[src/design/lrle_pkg.sv]
// ----------------------------------------------------------------------------
// lrle_pkg: shared types and constants for the run-length pattern decoder
// Character codes, grid limits, register indexes and the result record.
// ----------------------------------------------------------------------------
`default_nettype none

package lrle_pkg;

    // Width of grid dimensions, positions and run lengths.
    localparam int GW = 11;

    // Largest usable grid dimension; larger register values act as this.
    localparam logic [GW-1:0] GRID_LIMIT = 11'd1024;

    // Pattern characters.
    localparam logic [7:0] CHAR_0    = 8'h30;
    localparam logic [7:0] CHAR_9    = 8'h39;
    localparam logic [7:0] CHAR_DEAD = 8'h62;  // 'b'
    localparam logic [7:0] CHAR_LIVE = 8'h6F;  // 'o'
    localparam logic [7:0] CHAR_EOL  = 8'h24;  // '$'
    localparam logic [7:0] CHAR_END  = 8'h21;  // '!'

    // Register indexes, taken from address bit 2.
    localparam logic REG_ROW_WIDTH = 1'b0;
    localparam logic REG_ROW_COUNT = 1'b1;

    // One result beat.
    typedef struct packed {
        logic [9:0]    row_index;
        logic [9:0]    start_column;
        logic [GW-1:0] run_length;
        logic [GW-1:0] row_span;
        logic          cell_alive;
        logic          clipped;
        logic          pattern_end;
        logic          last_of_item;
    } t_result;

endpackage

`default_nettype wire

[src/design/life_rle_pattern_decoder.sv]
// A character accepted into the input register moves into the result buffer once
// that buffer is free. Throughput: one character per cycle while the receiver is
// ready; a character with two results holds the next one back until its second beat is taken.
// Reset (synchronous, active low) clears the decoder state, empties both stages
// and sets both grid registers to 1024.
// ----------------------------------------------------------------------------
// life_rle_pattern_decoder: run-length cellular-automaton pattern body decoder
// Turns a stream of pattern characters into cell runs on a configurable grid,
// with one input register, one pass of decode logic and a two-entry result buffer.
// ----------------------------------------------------------------------------
`default_nettype none

module life_rle_pattern_decoder
    import lrle_pkg::*;
#(
    parameter int MAX_DIM = 1024
) (
    input  wire logic        i_clk,
    input  wire logic        i_rst_n,
    // Configuration port
    input  wire logic        psel,
    input  wire logic        penable,
    input  wire logic        pwrite,
    input  wire logic [2:0]  paddr,
    input  wire logic [31:0] pwdata,
    output logic      [31:0] prdata,
    output logic             pready,
    // Character input
    input  wire logic        i_valid,
    output logic             o_ready,
    input  wire logic [7:0]  i_char_code,
    // Result output
    output logic             o_valid,
    input  wire logic        i_ready,
    output logic [9:0]       o_row_index,
    output logic [9:0]       o_start_column,
    output logic [10:0]      o_run_length,
    output logic [10:0]      o_row_span,
    output logic             o_cell_alive,
    output logic             o_clipped,
    output logic             o_pattern_end,
    output logic             o_last_of_item
);

    // Repeat count width and the width used for position arithmetic.
    localparam int CW = $clog2(MAX_DIM + 1);
    localparam int AW = ((CW > GW) ? CW : GW) + 1;
    localparam int MW = CW + 4;

    // Configuration registers.
    logic [GW-1:0] r_row_width;
    logic [GW-1:0] r_row_count;

    // Decoder state.
    logic [CW-1:0] r_rc, n_rc;
    logic [GW-1:0] r_row, n_row;
    logic [GW-1:0] r_col, n_col;
    logic          r_fin, n_fin;

    // Input register.
    logic          r_in_valid;
    logic [7:0]    r_in_char;

    // Result buffer.
    t_result       r_res [2];
    logic [1:0]    r_cnt;

    // Handshake terms.
    logic          pop;
    logic          buf_free;
    logic          adv;
    logic          cfg_wr;

    // Decode terms.
    logic [GW-1:0] w_eff, h_eff;
    logic [CW-1:0] n_cnt;
    logic [AW-1:0] w_a, h_a, row_a, col_a, n_a;
    logic [AW-1:0] room, len, extra, first, avail, span, next_row;
    logic [MW-1:0] acc;
    logic [7:0]    digit;
    logic          is_digit;
    logic          has_a, has_b, is_end;
    t_result       res_a, res_b, slot0, slot1;
    logic [1:0]    k;

    // Configuration writes and reads.
    assign pready = 1'b1;
    assign cfg_wr = psel & penable & pwrite & pready;

    always_comb begin
        prdata = '0;
        case (paddr[2])
            REG_ROW_WIDTH: prdata = {{(32-GW){1'b0}}, r_row_width};
            REG_ROW_COUNT: prdata = {{(32-GW){1'b0}}, r_row_count};
            default:       prdata = '0;
        endcase
    end

    always_ff @(posedge i_clk) begin
        if (!i_rst_n) begin
            r_row_width <= GRID_LIMIT;
            r_row_count <= GRID_LIMIT;
        end else if (cfg_wr) begin
            case (paddr[2])
                REG_ROW_WIDTH: r_row_width <= pwdata[GW-1:0];
                REG_ROW_COUNT: r_row_count <= pwdata[GW-1:0];
                default: ;
            endcase
        end
    end

    // Stage handshake: the input stage moves on when the buffer is empty or its last beat leaves this cycle.
    assign o_valid  = (r_cnt != 2'd0);
    assign pop      = o_valid & i_ready;
    assign buf_free = (r_cnt == 2'd0) || ((r_cnt == 2'd1) && pop);
    assign adv      = r_in_valid & buf_free;
    assign o_ready  = !r_in_valid || adv;

    always_ff @(posedge i_clk) begin
        if (!i_rst_n) begin
            r_in_valid <= 1'b0;
        end else if (o_ready) begin
            r_in_valid <= i_valid;
        end
    end

    always_ff @(posedge i_clk) begin
        if (o_ready && i_valid) begin
            r_in_char <= i_char_code;
        end
    end

    // Effective grid size and operands at a common width.
    assign w_eff    = (r_row_width > GRID_LIMIT) ? GRID_LIMIT : r_row_width;
    assign h_eff    = (r_row_count > GRID_LIMIT) ? GRID_LIMIT : r_row_count;
    assign n_cnt    = (r_rc == '0) ? CW'(1) : r_rc;
    assign w_a      = AW'(w_eff);
    assign h_a      = AW'(h_eff);
    assign row_a    = AW'(r_row);
    assign col_a    = AW'(r_col);
    assign n_a      = AW'(n_cnt);
    assign room     = w_a - col_a;
    assign len      = (n_a > room) ? room : n_a;
    assign extra    = n_a - AW'(1);
    assign first    = row_a + AW'(1);
    assign avail    = h_a - first;
    assign span     = (extra > avail) ? avail : extra;
    assign next_row = row_a + n_a;
    assign digit    = r_in_char - CHAR_0;
    assign acc      = MW'(r_rc) * MW'(10) + MW'(digit[3:0]);
    assign is_digit = r_in_char inside {[CHAR_0:CHAR_9]};

    // Decode one character: next state and up to two results.
    always_comb begin
        n_rc   = r_rc;
        n_row  = r_row;
        n_col  = r_col;
        n_fin  = r_fin;
        has_a  = 1'b0;
        has_b  = 1'b0;
        is_end = 1'b0;
        res_a  = '0;
        res_b  = '0;
        res_a.row_span = GW'(1);
        res_b.row_span = GW'(1);
        if (!r_fin) begin
            if (is_digit) begin
                n_rc = (acc > MW'(MAX_DIM)) ? CW'(MAX_DIM) : acc[CW-1:0];
            end else begin
                case (r_in_char)
                    CHAR_DEAD, CHAR_LIVE: begin
                        n_rc  = '0;
                        has_a = 1'b1;
                        if (r_row >= h_eff) begin
                            res_a.clipped = 1'b1;
                        end else if (r_col >= w_eff) begin
                            res_a.row_index  = r_row[9:0];
                            res_a.cell_alive = (r_in_char == CHAR_LIVE);
                            res_a.clipped    = 1'b1;
                        end else begin
                            res_a.row_index    = r_row[9:0];
                            res_a.start_column = r_col[9:0];
                            res_a.run_length   = len[GW-1:0];
                            res_a.cell_alive   = (r_in_char == CHAR_LIVE);
                            res_a.clipped      = (n_a > room);
                            n_col = r_col + len[GW-1:0];
                        end
                    end
                    CHAR_EOL: begin
                        n_rc = '0;
                        if (r_row >= h_eff) begin
                            has_a         = 1'b1;
                            res_a.clipped = 1'b1;
                            n_row         = h_eff;
                        end else begin
                            // Pad the rest of the current row.
                            if (r_col < w_eff) begin
                                has_a              = 1'b1;
                                res_a.row_index    = r_row[9:0];
                                res_a.start_column = r_col[9:0];
                                res_a.run_length   = w_eff - r_col;
                            end
                            // Extra blank rows from the count.
                            if (extra != '0) begin
                                has_b = 1'b1;
                                if (first < h_a) begin
                                    res_b.row_index  = first[9:0];
                                    res_b.run_length = w_eff;
                                    res_b.row_span   = span[GW-1:0];
                                    res_b.clipped    = (extra > avail);
                                end else begin
                                    res_b.clipped = 1'b1;
                                end
                            end
                            n_row = (next_row > h_a) ? h_eff : next_row[GW-1:0];
                            n_col = '0;
                        end
                    end
                    CHAR_END: begin
                        n_rc   = '0;
                        is_end = 1'b1;
                        if (r_row < h_eff) begin
                            if (r_col < w_eff) begin
                                has_a              = 1'b1;
                                res_a.row_index    = r_row[9:0];
                                res_a.start_column = r_col[9:0];
                                res_a.run_length   = w_eff - r_col;
                            end
                            if (first < h_a) begin
                                has_b            = 1'b1;
                                res_b.row_index  = first[9:0];
                                res_b.run_length = w_eff;
                                res_b.row_span   = GW'(h_a - first);
                            end
                        end
                        // The end marker always gives at least one beat.
                        if (!has_a && !has_b) begin
                            has_a = 1'b1;
                        end
                        n_fin = 1'b1;
                        n_row = h_eff;
                        n_col = '0;
                    end
                    default: ;
                endcase
            end
        end
    end

    // Pack the results in order and mark the final one.
    always_comb begin
        slot0 = has_a ? res_a : res_b;
        slot1 = res_b;
        k     = {1'b0, has_a} + {1'b0, has_b};
        if (k == 2'd2) begin
            slot1.last_of_item = 1'b1;
            slot1.pattern_end  = is_end;
        end else begin
            slot0.last_of_item = 1'b1;
            slot0.pattern_end  = is_end;
        end
    end

    // Decoder state advances when a character leaves the input register.
    always_ff @(posedge i_clk) begin
        if (!i_rst_n) begin
            r_rc  <= '0;
            r_row <= '0;
            r_col <= '0;
            r_fin <= 1'b0;
        end else if (adv) begin
            r_rc  <= n_rc;
            r_row <= n_row;
            r_col <= n_col;
            r_fin <= n_fin;
        end
    end

    // Result buffer fill count.
    always_ff @(posedge i_clk) begin
        if (!i_rst_n) begin
            r_cnt <= 2'd0;
        end else if (adv) begin
            r_cnt <= k;
        end else if (pop) begin
            r_cnt <= r_cnt - 2'd1;
        end
    end

    // Result buffer payload: load both slots, or shift the second beat forward.
    always_ff @(posedge i_clk) begin
        if (adv) begin
            r_res[0] <= slot0;
            r_res[1] <= slot1;
        end else if (pop) begin
            r_res[0] <= r_res[1];
        end
    end

    assign o_row_index    = r_res[0].row_index;
    assign o_start_column = r_res[0].start_column;
    assign o_run_length   = r_res[0].run_length;
    assign o_row_span     = r_res[0].row_span;
    assign o_cell_alive   = r_res[0].cell_alive;
    assign o_clipped      = r_res[0].clipped;
    assign o_pattern_end  = r_res[0].pattern_end;
    assign o_last_of_item = r_res[0].last_of_item;

endmodule

`default_nettype wire

[config.mk]
export PLATFORM = sky130hd
export DESIGN_NAME = life_rle_pattern_decoder
export DESIGN_NICKNAME = d
export VERILOG_FILES = /design/src/design/lrle_pkg.sv /design/src/design/life_rle_pattern_decoder.sv
export SDC_FILE = /design/constraint.sdc
export NUM_CORES = 1
export LEC_CHECK = 0
export BUFFER_PORTS_ARGS = -buffer_cell sky130_fd_sc_hd__buf_2
export CAP_MARGIN = 20
export CORE_AREA = 2 2 161 131
export DETAILED_ROUTE_END_ITERATION = 6
export DIE_AREA = 0 0 163 133
export HOLD_SLACK_MARGIN = 0.06
export PLACE_DENSITY = 0.8
export SLEW_MARGIN = 20
export SYNTH_ARGS = -nofsm -noshare
export SYNTH_HDL_FRONTEND = slang
export SYNTH_SLANG_ARGS = --single-unit
[constraint.sdc]
create_clock -name i_clk -period 6 [get_ports i_clk]
set_input_delay 0.3 -clock i_clk [delete_from_list [all_inputs] [get_ports i_clk]]
set_output_delay 0.3 -clock i_clk [all_outputs]
set_load 0.1 [all_outputs]
==> flow_summary.json, run 1 <==
{
  "outcome": "complete, no violations",
  "cts_max_level": 4,
  "reg2reg_to": "r_col[10]$_SDFFE_PN0P_",
  "post_cts_buffers": 0,
  "fmax_ghz": 0.181,
  "gpl.final_weighted_congestion": 0.984,
  "cap_violations": 0,
  "yosysWarnings": 0,
  "routed_wl_mm": 34.5,
  "row_count": 47,
  "synth_area_um2": 11900,
  "cp_max_fo": 5,
  "yosys.area.top_type": "edfxtp_1",
  "area_growth_syn_to_layout_pct": 11.7,
  "die_w_um": 163,
  "final_layout_size_suffix_gt1_share_pct": 13.4,
  "setup_tns_ns": 0,
  "vias": 11011,
  "maxSlewHeadroom_pct": 35.5,
  "initial_core_util_pct": 58.4,
  "worstReg2RegStart": "r_row_width[10]$_SDFFE_PN1P_",
  "synth-async-reset-ratio_pct": 0,
  "hold_viol_final": 0,
  "crit_required_ns": 6.33,
  "power_uw": 3620,
  "syn_area_per_cell_um2": 8.69,
  "ys_seq_area_share_pct": 32.5,
  "setup_ws_ns": 0.487,
  "fin_nets": 1618,
  "drtIter0Drc": 1194,
  "numCtsBuffers": 17,
  "cts_tree": "done",
  "vdd_drop_max_mv": 0.269,
  "clk_pin_slew_ns": 0.07,
  "grt_use_total_pct": 32.1,
  "grt_pass1_vias": 10086,
  "grt_pass1_wl_mm": 54.3,
  "root_buffer": "clkbuf_16",
  "ff2ff_path_depth": 25,
  "drtAntennaViolNets": 0,
  "synthTopCellsByArea": "edfxtp_1 23%, ha_1 12%, dfxtp_1 10%, nand2_1 4.5%, o21ai_0 2.8%",
  "antennaDiodeCount": 0,
  "die_h_um": 133,
  "final_cell_area_um2": 13200,
  "clockBufferDepth": 2,
  "ys_ff_latch": 148,
  "yosys.cell_types.count": 93,
  "min_path_type": "in -> reg",
  "first_pass_iters": 5,
  "crit_arrival_ns": 5.84,
  "r2r_slack_ns": 0.49,
  "drv_slew": 0,
  "routedWlPerCell_um": 20.0,
  "dpl_cell_area_um2": 12600,
  "rsz0062_at_grt": "false",
  "grt-ovfl-total": 0,
  "synth_edf_count": 89,
  "dp_worst_setup_slack_ns": 0.226,
  "hold_slack_ns": 0.113,
  "viasPerCell": 6.37,
  "power.density_nw_per_um2": 273,
  "drc": 0,
  "period_share_pct": 91.9,
  "ys.flop_type": "edfxtp_1",
  "p_leak_uw": 0.00561,
  "fin_crit_ns": 5.51,
  "synth_cells": 1364,
  "worstMarginPinSlew_ns": 0.965,
  "clk-insertion-delay-late_ns": 0.44,
  "core_area_um2": 20300,
  "yosysTopAreaCellShare_pct": 22.5,
  "grt_max_degree": 57,
  "startpoint": "r_row_width[10]$_SDFFE_PN1P_",
  "finalSetupViolations": 0,
  "boundaryPins": 131,
  "fin_skew_ns": 0.0139,
  "die-area_um2": 21700,
  "antenna_found_initial": 0,
  "crit_type": "reg -> reg",
  "dp_hpwl_mm": 25.4,
  "worstSetupEndpoint": "r_col[10]$_SDFFE_PN0P_",
  "cp-start-kind": "register",
  "io_buffers": 85,
  "whs_path_depth": 3,
  "cp-end-kind": "register",
  "clock-sinks": 148
}
[where the power goes]
part / switching, µW / internal (µW) / total, µW / leakage [µW]
clock network: 508 / 599 / 1110 / 0.000299
logic: 1050 / 169 / 1220 / 0.00398
registers: 43.2 / 1250 / 1300 / 0.00134
[worst max-delay path, cell delays in order, from the launching register on]
cell,delay [ns]
dfxtp_1,0.35
inv_1,0.10
nand2_1,0.07
ha_1,0.21
fa_1,0.40
nand2b_1,0.19
a21oi_2,0.21
o21a_1,0.16
o21ai_0,0.07
a211o_1,0.32
ha_1,0.23
a2111oi_2,0.37
o21ai_1,0.15
o211ai_1,0.27
nor2_2,0.10
buf_4,0.18
mux2_2,0.27
ha_1,0.31
nor2b_1,0.16
o2111ai_1,0.25
nand3_1,0.11
o211ai_1,0.15
o21ai_1,0.14
o311a_1,0.15
or2_0,0.21
o311ai_0,0.29
[state kept, by name, summed over array words and instances, names as in the netlist]
register	cells
r_fin	1
r_in_valid	1
r_col	11
r_row	11
r_in_char	8
r_res	81
r_rc	11
r_row_width	11
r_row_count	11
r_cnt	2
[cells by family after synthesis]
| group | count (synthesis) | share of synthesized area (%) |
|---|---|---|
| and+or+nand+nor | 478 | 20.7 |
| AOI/OAI and AO/OA | 365 | 21.0 |
| buffers and inverters | 173 | 6.32 |
| DFF | 148 | 32.5 |
| adders and majority gates | 121 | 13.1 |
| xor gates and xnor gates | 59 | 4.59 |
| muxes | 18 | 1.66 |
| other | 2 | 0.0633 |
[through the flow]
stage               std cells  util, %
floorplan                1385        -
global placement         1689     61.9
detailed placement       1689     61.9
CTS                      1729     65.2
global route             1729     65.3
finish                   1729     65.3
[per-layer routing]
metal  wire (µm)  up-vias  share of wire, %  track usage (%)
li1            -     5163                 -                -
met4        1150        0               3.3             11.8
met2       15300      591                44             49.7
met1       14700     5170                43             45.1
met3        3390       87               9.8             5.36
met5           0        -                 0                0
[cells in the final DEF, fill, tap and decap left out, types with 20 or more instances in the layout]
| cell | count |
|---|---|
| inv_1 | 83 |
| nor2b_1 | 30 |
| conb_1 | 23 |
| nand3_1 | 51 |
| a21oi_1 | 62 |
| a211oi_1 | 28 |
| o31ai_1 | 21 |
| or3_1 | 20 |
| ha_1 | 115 |
| edfxtp_1 | 89 |
| xor2_1 | 31 |
| dfxtp_1 | 59 |
| a21boi_0 | 24 |
| nand2_1 | 140 |
| buf_2 | 85 |
| nor3_1 | 26 |
| nor2_1 | 81 |
| and2_1 | 20 |
| xnor2_1 | 26 |
| a31oi_1 | 20 |
| o21ai_0 | 64 |
| buf_4 | 36 |
[area by class of cell]
class / count / area, µm²
clock buffer: 19 / 475
tap: 269 / 337
multi-input combinational: 1064 / 7360
inverter: 87 / 327
clock inverter: 13 / 123
fill: 1733 / 7040
sequential: 148 / 3850
timing repair buffer: 129 / 776
[timing repair]
item                                    4_1_cts  5_1_grt
endpoints found under the setup margin        0        4
hold buffers                                  8        0
endpoints found under the hold margin         8        0
gates resized for setup                       0        6
[synthesized netlist by cell type, types with 5 or more instances]
| cell type | count |
|---|---|
| nor2_1 | 82 |
| and4_1 | 9 |
| buf_2 | 8 |
| xnor2_1 | 26 |
| mux2_2 | 13 |
| nand3_1 | 51 |
| a31oi_1 | 20 |
| or3_1 | 20 |
| edfxtp_1 | 89 |
| nand2_1 | 141 |
| a211oi_1 | 28 |
| and3_1 | 12 |
| buf_4 | 24 |
| o21ai_1 | 9 |
| nor2b_1 | 30 |
| clkbuf_1 | 53 |
| mux2i_1 | 5 |
| a22oi_1 | 9 |
| a21boi_0 | 24 |
| o21ai_0 | 67 |
| nand2b_1 | 13 |
| dfxtp_1 | 59 |
| nor3_1 | 26 |
| a21o_1 | 19 |
| o31ai_1 | 21 |
| nor4_1 | 18 |
| a221oi_1 | 5 |
| nor4b_1 | 9 |
| o211ai_1 | 15 |
| ha_1 | 115 |
| fa_1 | 6 |
| nand4_1 | 19 |
| xor2_1 | 31 |
| inv_1 | 83 |
| o21a_1 | 14 |
| a21oi_1 | 63 |
| o22ai_1 | 10 |
| or2_2 | 5 |
| and2_1 | 20 |
[worst min-delay path by stage]
stage / start / slack (ns) / to
5_1_grt: pwdata[9] / 0.12 / r_row_count[9]$_SDFFE_PN0P_
2_1_floorplan: i_char_code[0] / 0.40 / r_in_char[0]$_DFFE_PP_
6_report: pwdata[8] / 0.11 / r_row_count[8]$_SDFFE_PN0P_
3_5_place_dp: r_row_count[9]$_SDFFE_PN0P_ / 0.47 / r_row_count[9]$_SDFFE_PN0P_
4_1_cts: pwdata[8] / 0.10 / r_row_count[8]$_SDFFE_PN0P_
3_3_place_gp: r_row_count[0]$_SDFFE_PN0P_ / 0.47 / r_row_count[0]$_SDFFE_PN0P_
Note: power is estimated with default switching activity, not from simulation.
==> run 2, diff against run 1 <==
--- a/config.mk
+++ b/config.mk
@@ -5,13 +5,13 @@
 export SDC_FILE = /design/constraint.sdc
 export NUM_CORES = 1
 export LEC_CHECK = 0
-export BUFFER_PORTS_ARGS = -buffer_cell sky130_fd_sc_hd__buf_2
+export BUFFER_PORTS_ARGS = -buffer_cell sky130_fd_sc_hd__buf_4
 export CAP_MARGIN = 20
 export CORE_AREA = 2 2 161 131
 export DETAILED_ROUTE_END_ITERATION = 6
 export DIE_AREA = 0 0 163 133
 export HOLD_SLACK_MARGIN = 0.06
-export PLACE_DENSITY = 0.8
+export PLACE_DENSITY = 0.77
 export SLEW_MARGIN = 20
 export SYNTH_ARGS = -nofsm -noshare
 export SYNTH_HDL_FRONTEND = slang
==> run 2 against run 1 <==
Global-route usage down 0.10 points. Sequential power is essentially flat. Cell count fell by 0.12%.
==> flow_summary.json, run 2 (synthesized netlist as in run 1, its figures left out) <==
{
  "hold_viol_final": 0,
  "cp-start-kind": "register",
  "crit_required_ns": 6.33,
  "top_register": "r_res",
  "largest_reg_flops": 81,
  "die-area_um2": 21700,
  "grt_pass1_vias": 10187,
  "clk-insertion-delay-late_ns": 0.44,
  "area_growth_syn_to_layout_pct": 13.0,
  "vdd_drop_max_mv": 0.277,
  "dpl_cell_area_um2": 12700,
  "grt_pass1_wl_mm": 54.2,
  "grt_use_total_pct": 32.0,
  "root_buffer": "clkbuf_16",
  "rsz0062_at_grt": "false",
  "finalSetupViolations": 0,
  "antennaDiodeCount": 0,
  "fin_nets": 1616,
  "vias": 10910,
  "drc": 0,
  "fmax_ghz": 0.176,
  "row_count": 47,
  "antenna_found_initial": 0,
  "setup_ws_ns": 0.329,
  "min_path_type": "in -> reg",
  "routed_wl_mm": 34.5,
  "cts_tree": "done",
  "fin_crit_ns": 5.67,
  "cap_violations": 0,
  "fin_skew_ns": 0.0102,
  "drtAntennaViolNets": 0,
  "dp_hpwl_mm": 25.6,
  "setup_tns_ns": 0,
  "cts_max_level": 4,
  "p_leak_uw": 0.00563,
  "crit_arrival_ns": 6.00,
  "initial_core_util_pct": 58.4,
  "final_common_cell": "nand2_1",
  "startpoint": "r_row_width[10]$_SDFFE_PN1P_",
  "post_cts_buffers": 0,
  "maxSlewHeadroom_pct": 32.2,
  "clockBufferDepth": 2,
  "grt-ovfl-total": 0,
  "viasPerCell": 6.32,
  "drv_slew": 0,
  "power.density_nw_per_um2": 269,
  "final_cell_area_um2": 13400,
  "period_share_pct": 94.5,
  "clock-sinks": 148,
  "n_fill_cell": 1717,
  "cp_max_fo": 6,
  "path_buf_inv": 2,
  "cp_slowest_stage_delay_ns": 0.41,
  "dp_worst_setup_slack_ns": 0.168,
  "crit_slowest_cell": "fa_1",
  "die_h_um": 133,
  "drtIter0Drc": 1025,
  "path_delay_family": "compound AO/OA/AOI/OAI gates",
  "min_from": "pwdata[10]",
  "boundaryPins": 131,
  "cp-end-kind": "register",
  "clk_pin_slew_ns": 0.07,
  "first_pass_iters": 7,
  "worstMarginPinSlew_ns": 1.01,
  "numCtsBuffers": 17,
  "layout_common_cells": "140 x nand2_1, 119 x buf_4, 115 x ha_1, 89 x edfxtp_1, 83 x inv_1",
  "gpl.final_weighted_congestion": 0.990,
  "core_area_um2": 20300,
  "grt_max_degree": 57,
  "final_layout_size_suffix_gt1_share_pct": 13.2,
  "crit_path_frequent_cell": "ha_1",
  "io_buffers": 85,
  "die_w_um": 163,
  "crit_type": "reg -> reg",
  "routedWlPerCell_um": 20.0,
  "worstReg2RegStart": "r_row_width[10]$_SDFFE_PN1P_",
  "outcome": "complete, no violations"
}
## run 2: cell types whose count changed in the layout (fill, tap and decap cells not counted), sizes merged
cell / previous run / this run
clkinvlp: 0 / 1
clkinv: 4 / 8
clkbuf: 19 / 17
inv: 96 / 93
buf: 121 / 119
## run 2: path summary, 6_finish.rpt
path | to | slack (ns) | cells past startpoint
worst max-delay path | r_col[10]$_SDFFE_PN0P_ | 0.33 | 25
worst min-delay path | r_row_count[10]$_SDFFE_PN1P_ | 0.12 | 3
worst max register to register | r_col[10]$_SDFFE_PN0P_ | 0.33 | 25
worst min register to register | r_row_count[3]$_SDFFE_PN0P_ | 0.48 | 2
## run 2: through the flow
step | total power, µW | hold WS, ns | std cells | utilization, %
after floorplan | 2330 | 0.399 | 1385 | -
after global placement | 2570 | 0.464 | 1687 | 62.8
final | 3600 | 0.117 | 1727 | 66.0
after global routing | 3710 | 0.121 | 1727 | 66.0
after CTS | 3600 | 0.0988 | 1727 | 65.9
after detailed placement | 2590 | 0.474 | 1687 | 62.8
## run 2: layout make-up
cell class | count | area, µm² | area share, %
multi-input cells | 1064 | 7360 | 54.9
flip-flops and latches | 148 | 3850 | 28.8
repair buffers | 127 | 973 | 7.27
clock buffers | 17 | 425 | 3.18
well taps | 269 | 337 | 2.51
inverters | 87 | 327 | 2.44
clock inverters | 15 | 121 | 0.906
## run 2: per-layer routing
layer | track usage, % | routed length (µm) | vias up
met1 | 44.0 | 15000 | 5120
met4 | 12.6 | 1250 | 0
met2 | 49.0 | 15300 | 530
met3 | 7.08 | 2970 | 105
li1 | - | - | 5155
met5 | 0 | 0 | -
## run 2: worst register-to-register path: stages, from the launching register on
cell and delay, ns:
dfxtp_1 0.34, inv_1 0.15, nand2_1 0.10, ha_1 0.21
fa_1 0.41, nand2b_1 0.22, a21oi_2 0.21, o21a_1 0.16
o21ai_0 0.07, a211o_1 0.32, ha_1 0.21, a2111oi_0 0.41
o21ai_1 0.18, o211ai_1 0.27, nor2_2 0.10, buf_4 0.17
mux2_2 0.27, ha_1 0.31, nor2b_2 0.18, o2111ai_1 0.22
nand3_1 0.11, o211ai_1 0.16, o21ai_2 0.11, o311a_1 0.14
or2_0 0.21, o311ai_0 0.30
## run 2: timing repair
item                                   in CTS  in global routing
setup endpoints to repair                   0                  3
hold buffers                                8                  0
endpoints found under the hold margin       8                  0
resized for setup                           0                  7
## run 2: report_power, final
| part | switching [µW] | total, µW | internal (µW) |
|---|---|---|---|
| Sequential | 48.9 | 1300 | 1260 |
| Combinational | 1050 | 1270 | 227 |
| Clock | 485 | 1020 | 539 |
| Total | 1580 | 3600 | 2020 |
==> run 3, diff against run 2 <==
--- a/config.mk
+++ b/config.mk
@@ -10,8 +10,9 @@
 export CORE_AREA = 2 2 161 131
 export DETAILED_ROUTE_END_ITERATION = 6
 export DIE_AREA = 0 0 163 133
+export GPL_TIMING_DRIVEN = 0
 export HOLD_SLACK_MARGIN = 0.06
-export PLACE_DENSITY = 0.77
+export PLACE_DENSITY = 0.8
 export SLEW_MARGIN = 20
 export SYNTH_ARGS = -nofsm -noshare
 export SYNTH_HDL_FRONTEND = slang
==> run 3 against run 2 <==
Final area is 2.1% higher. Total power rose by 0.77%. Die area unchanged. Critical path type unchanged.
==> flow_summary.json, run 3 (synthesized netlist as in run 1, its figures left out) <==
{
  "drv_slew": 0,
  "finalSetupViolations": 0,
  "cap_violations": 0,
  "cts_tree": "done",
  "drc": 0,
  "fin_skew_ns": 0.0159,
  "wl_met1_mm": 15.5,
  "viasPerCell": 6.31,
  "first_pass_iters": 7,
  "final_layout_size_suffix_gt1_share_pct": 14.1,
  "clk-insertion-delay-late_ns": 0.44,
  "final_util_pct": 67.4,
  "pwr-share-clk_pct": 28.3,
  "crit_slowest_cell": "a2111oi_2",
  "clockBufferDepth": 2,
  "final_common_cell": "nand2_1",
  "crit_type": "reg -> reg",
  "grt-ovfl-total": 0,
  "comb_power_share_pct": 35.8,
  "antenna_found_initial": 0,
  "dp_hpwl_mm": 27.2,
  "largest_reg_flops": 81,
  "outcome": "complete, no violations",
  "row_count": 47,
  "vdd_drop_max_mv": 0.278,
  "clk_pin_slew_ns": 0.08,
  "initial_core_util_pct": 58.4,
  "power.density_nw_per_um2": 265,
  "core_area_um2": 20300,
  "die-area_um2": 21700,
  "p_leak_uw": 0.00575,
  "hold_slack_ns": 0.119,
  "gpl.final_weighted_congestion": 1.02,
  "drtAntennaViolNets": 0,
  "antennaDiodeCount": 0,
  "routedWlPerCell_um": 20.4,
  "maxSlewHeadroom_pct": 41.8,
  "min_path_type": "in -> reg",
  "cp_slowest_stage_delay_ns": 0.41,
  "layout_common_cells": "138 x nand2_1, 117 x buf_4, 115 x ha_1, 89 x edfxtp_1, 82 x inv_1",
  "top_register": "r_res",
  "clock-sinks": 148,
  "routed.top_layer": "met4",
  "fmax_ghz": 0.173,
  "cp-end-kind": "register",
  "period_share_pct": 96.3,
  "hold_viol_final": 0,
  "boundaryPins": 131,
  "die_w_um": 163,
  "path_delay_family": "compound AO/OA/AOI/OAI gates",
  "routed_wl_mm": 36.4,
  "routed-wl-met2_mm": 15.8,
  "worstMarginPinSlew_ns": 0.872,
  "root_buffer": "clkbuf_16",
  "path_buf_inv": 2,
  "route.met3.wl_mm": 3.88,
  "cp_max_fo": 11,
  "p_sw_uw": 1600,
  "p_int_uw": 2030,
  "area_growth_syn_to_layout_pct": 15.4,
  "seq_power_share_pct": 35.9,
  "die_h_um": 133,
  "io_buffers": 83,
  "grt_use_total_pct": 33.4,
  "setup_tns_ns": 0,
  "crit_arrival_ns": 6.11,
  "grt_pass1_vias": 10394,
  "crit_path_frequent_cell": "ha_1",
  "cp-start-kind": "register",
  "crit_required_ns": 6.34,
  "grt_max_degree": 51,
  "p_sw_share_pct": 44.1,
  "fin_crit_ns": 5.78,
  "cts_max_level": 4,
  "grt_pass1_wl_mm": 56.3,
  "drtIter0Drc": 1299,
  "numCtsBuffers": 17,
  "fin_nets": 1675,
  "vias": 11277
}
[run 3: cell count changes in the layout (fill, tap and decap cells not counted), sizes merged]
cell / change
buf: +7
clkinv: -4
inv: +3
clkinvlp: +1
clkbuf: +52
[run 3: cell type report]
class / instances / area (µm²)
plain buffers: 86 / 427
clock buffers: 17 / 425
clock inverters: 15 / 116
fillers: 1710 / 6610
inverters: 87 / 328
multi-input cells: 1064 / 7420
flip-flops and latches: 148 / 3860
well taps: 269 / 337
repair buffers: 100 / 771
[run 3: path summary, 6_finish.rpt]
| check | to | slack (ns) | from | depth (start not counted) |
|---|---|---|---|---|
| min reg2reg | r_row_count[0]$_SDFFE_PN0P_ | 0.49 | r_row_count[0]$_SDFFE_PN0P_ | 2 |
| min | r_row_count[7]$_SDFFE_PN0P_ | 0.12 | pwdata[7] | 3 |
| max | r_col[10]$_SDFFE_PN0P_ | 0.22 | r_row_width[10]$_SDFFE_PN1P_ | 25 |
| max reg2reg | r_col[10]$_SDFFE_PN0P_ | 0.22 | r_row_width[10]$_SDFFE_PN1P_ | 25 |
[run 3: power groups by stage]
stage                     combinational (µW)  clock (µW)  sequential [µW]
after floorplan                          369           0             1960
after global placement                  1260           0             1330
after detailed placement                1280           0             1320
after CTS                               1290        1030             1300
after global routing                    1340        1070             1320
final                                   1300        1030             1300
[run 3: worst register-to-register path: stages, from the launching register on]
cell,delay [ns]
dfxtp_4,0.40
inv_2,0.13
nand2_1,0.11
ha_1,0.22
fa_1,0.40
nand2b_1,0.20
a21oi_2,0.19
o21a_1,0.16
o21ai_0,0.08
a211o_1,0.38
ha_1,0.24
a2111oi_2,0.41
o21ai_1,0.14
o211ai_1,0.36
buf_4,0.25
o21ai_0,0.10
o31ai_1,0.17
ha_1,0.37
and3_1,0.17
a21oi_1,0.15
nand3_1,0.11
o211ai_1,0.18
o21ai_2,0.12
o311a_1,0.15
or2_0,0.22
o311ai_1,0.26
[run 3: metrics by stage]
stage / cells / instance area (µm²) / setup slack, ns / total power (µW)
floorplan: 1385 / 11900 / 0.620 / 2330
detailed placement: 1737 / 12900 / -0.581 / 2600
global route: 1786 / 13700 / -0.0352 / 3730
global placement: 1737 / 12900 / -0.595 / 2590
CTS: 1777 / 13600 / 0.0497 / 3620
finish: 1786 / 13700 / 0.223 / 3630
[run 3: repair_timing]
| item | in CTS | in global routing |
|---|---|---|
| gates resized for setup | 12 | 19 |
| buffers inserted | 0 | 9 |
| hold buffers | 8 | 0 |
| pin swaps | 2 | 10 |
| setup endpoints to repair | 5 | 18 |
| endpoints found under the hold margin | 8 | 0 |
[run 3: layer usage]
layer	track usage, %	vias up
li1	-	5271
met1	46.8	5305
met2	50.9	611
met3	7.12	90
met4	12.0	0
met5	0	-
